## config.mk

```make
export PLATFORM = sky130hd
export DESIGN_NAME = lsc_div_pipe
export DESIGN_NICKNAME = d
export VERILOG_FILES = /design/src/rtl/line_segment_clipper_core_assert.svh /design/src/rtl/lsc_pkg.sv /design/src/rtl/lsc_div_pipe.sv
export SDC_FILE = /design/constraint.sdc
export NUM_CORES = 1
export LEC_CHECK = 0
export ABC_AREA = 1
export ABC_CLOCK_PERIOD_IN_PS = 6650
export BUFFER_PORTS_ARGS = -buffer_cell sky130_fd_sc_hd__buf_2
export CORE_MARGIN = 8
export CORE_UTILIZATION = 55
export DETAILED_ROUTE_END_ITERATION = 16
export PLACE_DENSITY = 0.79
export SETUP_SLACK_MARGIN = 0.1
export SYNTH_ARGS = -nofsm -noshare
export SYNTH_HDL_FRONTEND = slang
export SYNTH_SLANG_ARGS = --single-unit
```

## constraint.sdc

```tcl
create_clock -name clk -period 6.65 [get_ports clk]
set_input_delay 1.33 -clock clk [delete_from_list [all_inputs] [get_ports clk]]
set_output_delay 1.33 -clock clk [all_outputs]
set_load 0.005 [all_outputs]
```

## src/rtl/line_segment_clipper_core_assert.svh

```systemverilog
// Assertion macros used by the line segment clipper core.
`ifndef LINE_SEGMENT_CLIPPER_CORE_ASSERT_SVH
`define LINE_SEGMENT_CLIPPER_CORE_ASSERT_SVH

// Implication checked on every clock edge outside reset.
`define LSC_ASSERT_IMP(label, ante, cons, msg) \
    label: assert property (@(posedge clk) disable iff (!rst_n) (ante) |-> (cons)) \
        else $error(msg);

// Condition that must never hold outside reset.
`define LSC_ASSERT_NEVER(label, cond, msg) \
    label: assert property (@(posedge clk) disable iff (!rst_n) !(cond)) \
        else $error(msg);

`endif

```

## src/rtl/lsc_pkg.sv

```systemverilog
// Shared constants and types for the line segment clipper.
`default_nettype none

package lsc_pkg;

    // Screen register width and clamp value
    localparam int SCREEN_BITS = 13;
    localparam logic [SCREEN_BITS-1:0] SCREEN_LIMIT = 13'd4096;
    localparam logic [SCREEN_BITS-1:0] WIDTH_RESET  = 13'd800;
    localparam logic [SCREEN_BITS-1:0] HEIGHT_RESET = 13'd480;

    // Output coordinate width (also the number of quotient bits)
    localparam int OUT_BITS = 12;

    // Configuration register indexes
    typedef enum logic [0:0] {
        REG_SCREEN_WIDTH  = 1'b0,
        REG_SCREEN_HEIGHT = 1'b1
    } cfg_index_t;

endpackage

`default_nettype wire

```

## src/rtl/lsc_div_pipe.sv

```systemverilog
// Pipelined restoring divider, one quotient bit per stage.
`default_nettype none

module lsc_div_pipe
    import lsc_pkg::*;
#(
    parameter int NUM_W = 38,
    parameter int DEN_W = 18
)(
    input  wire                     clk,
    input  wire signed [NUM_W-1:0]  num,
    input  wire        [DEN_W-1:0]  den,
    output logic       [OUT_BITS-1:0] quo
);

    logic signed [NUM_W-1:0]    rem_reg [OUT_BITS-1];
    logic        [DEN_W-1:0]    den_reg [OUT_BITS-1];
    logic        [OUT_BITS-1:0] quo_reg [OUT_BITS];

    genvar i;
    generate
        for (i = 0; i < OUT_BITS; i++)
        begin : g_stage
            localparam int BIT = OUT_BITS - 1 - i;
            logic signed [NUM_W-1:0]    rem_in;
            logic signed [NUM_W-1:0]    sub;
            logic signed [NUM_W-1:0]    trial;
            logic        [DEN_W-1:0]    den_in;
            logic        [OUT_BITS-1:0] quo_in;

            if (i == 0)
            begin : g_first
                assign rem_in = num;
                assign den_in = den;
                assign quo_in = '0;
            end
            else
            begin : g_next
                assign rem_in = rem_reg[i-1];
                assign den_in = den_reg[i-1];
                assign quo_in = quo_reg[i-1];
            end

            // trial subtract of the shifted divisor
            assign sub   = signed'(NUM_W'(den_in) << BIT);
            assign trial = rem_in - sub;

            always_ff @(posedge clk)
            begin
                if (!trial[NUM_W-1])
                begin
                    quo_reg[i] <= quo_in | (OUT_BITS'(1) << BIT);
                end
                else
                begin
                    quo_reg[i] <= quo_in;
                end
            end

            if (i < OUT_BITS - 1)
            begin : g_carry
                always_ff @(posedge clk)
                begin
                    rem_reg[i] <= trial[NUM_W-1] ? rem_in : trial;
                    den_reg[i] <= den_in;
                end
            end
        end
    endgenerate

    assign quo = quo_reg[OUT_BITS-1];

endmodule

`default_nettype wire

```

==> impl_results.md <==
* DR WL met3 at 6.483 mm
* Syn Area/Cell at 6.666 sq um
* Pin count of the biggest net entering global routing at 56
* Slew Limit Fails at 0
* Initial antenna violation count at 4
* Worst slew margin at 0.3197
* RR Endpoint: rem_reg[3][30]
* IO Pins at 69
* Vias in the first global route at 33650
* Post-synth EDFFs at 0
* Hold Crit Endpoint: rem_reg[5][4]
* FF-to-FF path depth at 11
* Synth Flop Type: dfxtp_1
* Final estimated routing congestion in global placement at 0.9809
* Largest register FFs at 418
* Starting Density at 0.5524
* CP startpoint kind: register
* DR pass1 iterations at 8
* Clock Latency Late Sink at 630 ps
* Max-cap viol count at 0
* # H-tree levels at 3
* Dpl hpwl at 88.96 mm
* Tcrit/Tclk final at 0.5027
* TNS Setup at 0 ps
* Final Skew at 28.31 ps
* Synth Area in Compound Gates at 0.05924
* Synth top area cells: dfxtp_1 36%, nand2_1 21%, inv_1 8.4%
* Cells after Synth at 5773
* Post-CTS Setup Inserts at 0
* CTS Buf Count at 77
* GRT Resource Usage Total at 0.2769
* Area growth syn-to-layout at 9.384%
* CP Class: reg2reg
* CTS Root Cell: clkbuf_16
* Top routing layer in use: met4
* Status: finished clean
* Commonest non-fill, non-tap cells in the layout: 2140 x nand2_1, 860 x inv_1, 694 x dfxtp_1, 472 x nor2_1, 369 x nand3_1
* Pwr Density at 441.4 nW/um^2
* Via count at 35420
* Die X at 280.5 um
* Drt via density at 5.167
* Crit. End Element: register
* Cell variety after synth at 52
* Hold depth at 0
* DR WL/cell at 16.22 um
* Synth Area in XOR/XNOR at 0.03892
* Critical Path RT at 7220 ps
* Hold buffer count at cts at 0
* Post-CTS Resized at 0
* Fmax at 299.1 MHz
* Largest family of logic cells by synthesized area: simple AND/OR/NAND/NOR gates
* YS warnings at 0
* HP Start: rem_reg[4][4]
* Multiplexer area fraction after synthesis at 0
* Syn Std Cell Area at 38480 sq um
* Synth Area in Adders at 0.07563
* Nets at 6134
* Crit path arrival time at 3910 ps
* Grt total ovfl at 0
* DRT iter0 DRCs at 2842
* Worst Max-Slew Pin Slew at 1018 ps
* Antenna cells at 0
* Global-route wire length before repair at 175.3 mm
* IO Port Bufs at 68
* Setup violators final at 0
* Lkg Pwr at 22.16 nW
* Chip Height at 280.5 um
* Maximum vdd drop at 0.0003149 V
* Num rows at 97
* Die ar. at 78690 sq um
* Seq cells post-synth at 694
* Sink Count at 694
* CP Max Fanout at 30
* R2R Path Start: den_reg[2][15]
* Largest area contributor in the netlist: dfxtp_1
* Post-route minimum period at 3343 ps
* Simple-gate portion of the synthesized area at 0.3639
* Layout cell share with drive strength beyond 1 at 0.06070
* Core Util, Final at 0.6042
* CTS clk-pin slew, worst paths at 60 ps
* Syn nets at 6056
* Met2 routed WL at 50.70 mm
* Yosys top cell area share at 0.3610
* RSZ-0062 raised after global routing: false
* Met1 WL at 49.06 mm
* Sequential area share after synthesis at 0.3610
* Core area at 69660 sq um
* CTS tree: done
* Drt drc at 0
* Commonest non-fill, non-tap cell in the layout: nand2_1
* Fin. Hold Viols at 0
* Clk buf depth at 3
* Async set or reset register ratio after synthesis at 0
* Antenna Nets Post-Route at 0
* Routed Wire Length at 111.2 mm
* R2R Setup Slk at 3310 ps
* Hold Path Class: reg2reg
power breakdown:
part / switching [W] / leakage, nW / internal [W]
clock network: 0.00180 / 1.31 / 0.00266
registers: 0.000885 / 5.84 / 0.00516
logic: 0.00529 / 15.0 / 0.00279
total: 0.00797 / 22.2 / 0.0106
cells in the mapped netlist (2+ instances only):
cell type and count:
nor4_1 12, nor2_1 472, buf_12 4, ha_1 215, a21oi_2 7, and2_1 11, a21boi_0 8, nand3_1 369
inv_1 860, o211ai_1 2, nor2b_1 4, nand4_1 104, nor2_2 7, buf_2 21, nand2_1 2140, nand3_2 10
a21oi_1 166, or2_2 4, a21o_1 2, o21ai_1 50, xor2_1 81, o21ai_0 123, nand3b_1 23, buf_4 25
xnor2_1 90, inv_4 3, nand2_4 25, nor3_1 71, and3_1 3, nor2_4 4, o21bai_1 29, dfxtp_1 694
nor3_2 5, o21a_1 2, fa_1 11, inv_2 9, buf_6 19, nand2_2 56, o21ai_2 19
cell families (layout without fill, tap and decap cells):
logic type                 after synthesis  count (layout)
DFF                                    694             694
and+or+nand+nor                       3327            3327
buffers and inverters                  944            1085
AOI/OAI and AO/OA                      411             411
xor gates and xnor gates               171             171
adders and majority gates              226             226
area by class of cell:
cell class	count	area (sq um)
fill	6668	27570
inverter	873	3289
timing repair buffer	70	355.3
tap	940	1176
sequential	694	13890
multi-input combinational	4135	20690
clock buffer	97	2135
clock inverter	45	551.8
per-layer routing:
metal | global-route usage | vias up
met5 | 0 | -
li1 | - | 18100
met3 | 0.03533 | 276
met2 | 0.4683 | 1063
met4 | 0.1147 | 0
met1 | 0.3546 | 15980
per-stage QoR:
stage          power [W]  cells  cell area, sq um  setup slack [ps]  hold WS (ps)
3_3_place_gp     0.01391   6712             39410              3101         309.5
6_report         0.01858   6854             42090              3307         311.1
4_1_cts          0.01851   6854             42090              3296         318.2
5_1_grt          0.01997   6854             42090              2988         321.8
3_5_place_dp     0.01401   6712             39410              3024         312.1
2_1_floorplan    0.01193   5773             38480              3523         309.6
how the worst max path moves through the flow:
stage | from | endpoint | slack, ps | cells past startpoint
3_3_place_gp | num[11] | rem_reg[0][36] | 3100 | 14
3_5_place_dp | num[11] | rem_reg[0][21] | 3020 | 15
5_1_grt | den_reg[2][16] | rem_reg[3][33] | 2990 | 11
6_report | den_reg[2][15] | rem_reg[3][30] | 3310 | 11
2_1_floorplan | num[11] | rem_reg[0][12] | 3520 | 14
4_1_cts | den_reg[2][15] | rem_reg[3][30] | 3300 | 11
worst max-delay path, stage by stage (launching register included):
cell and delay [ps]:
dfxtp_1 320, inv_1 50, ha_1 320, nand2_1 140, inv_1 50, a21oi_1 270
o21a_1 200, and2_1 170, nand3b_2 500, nand2_1 990, nand2_1 140, nand2_1 110
Note: power is estimated with default switching activity, not from simulation.
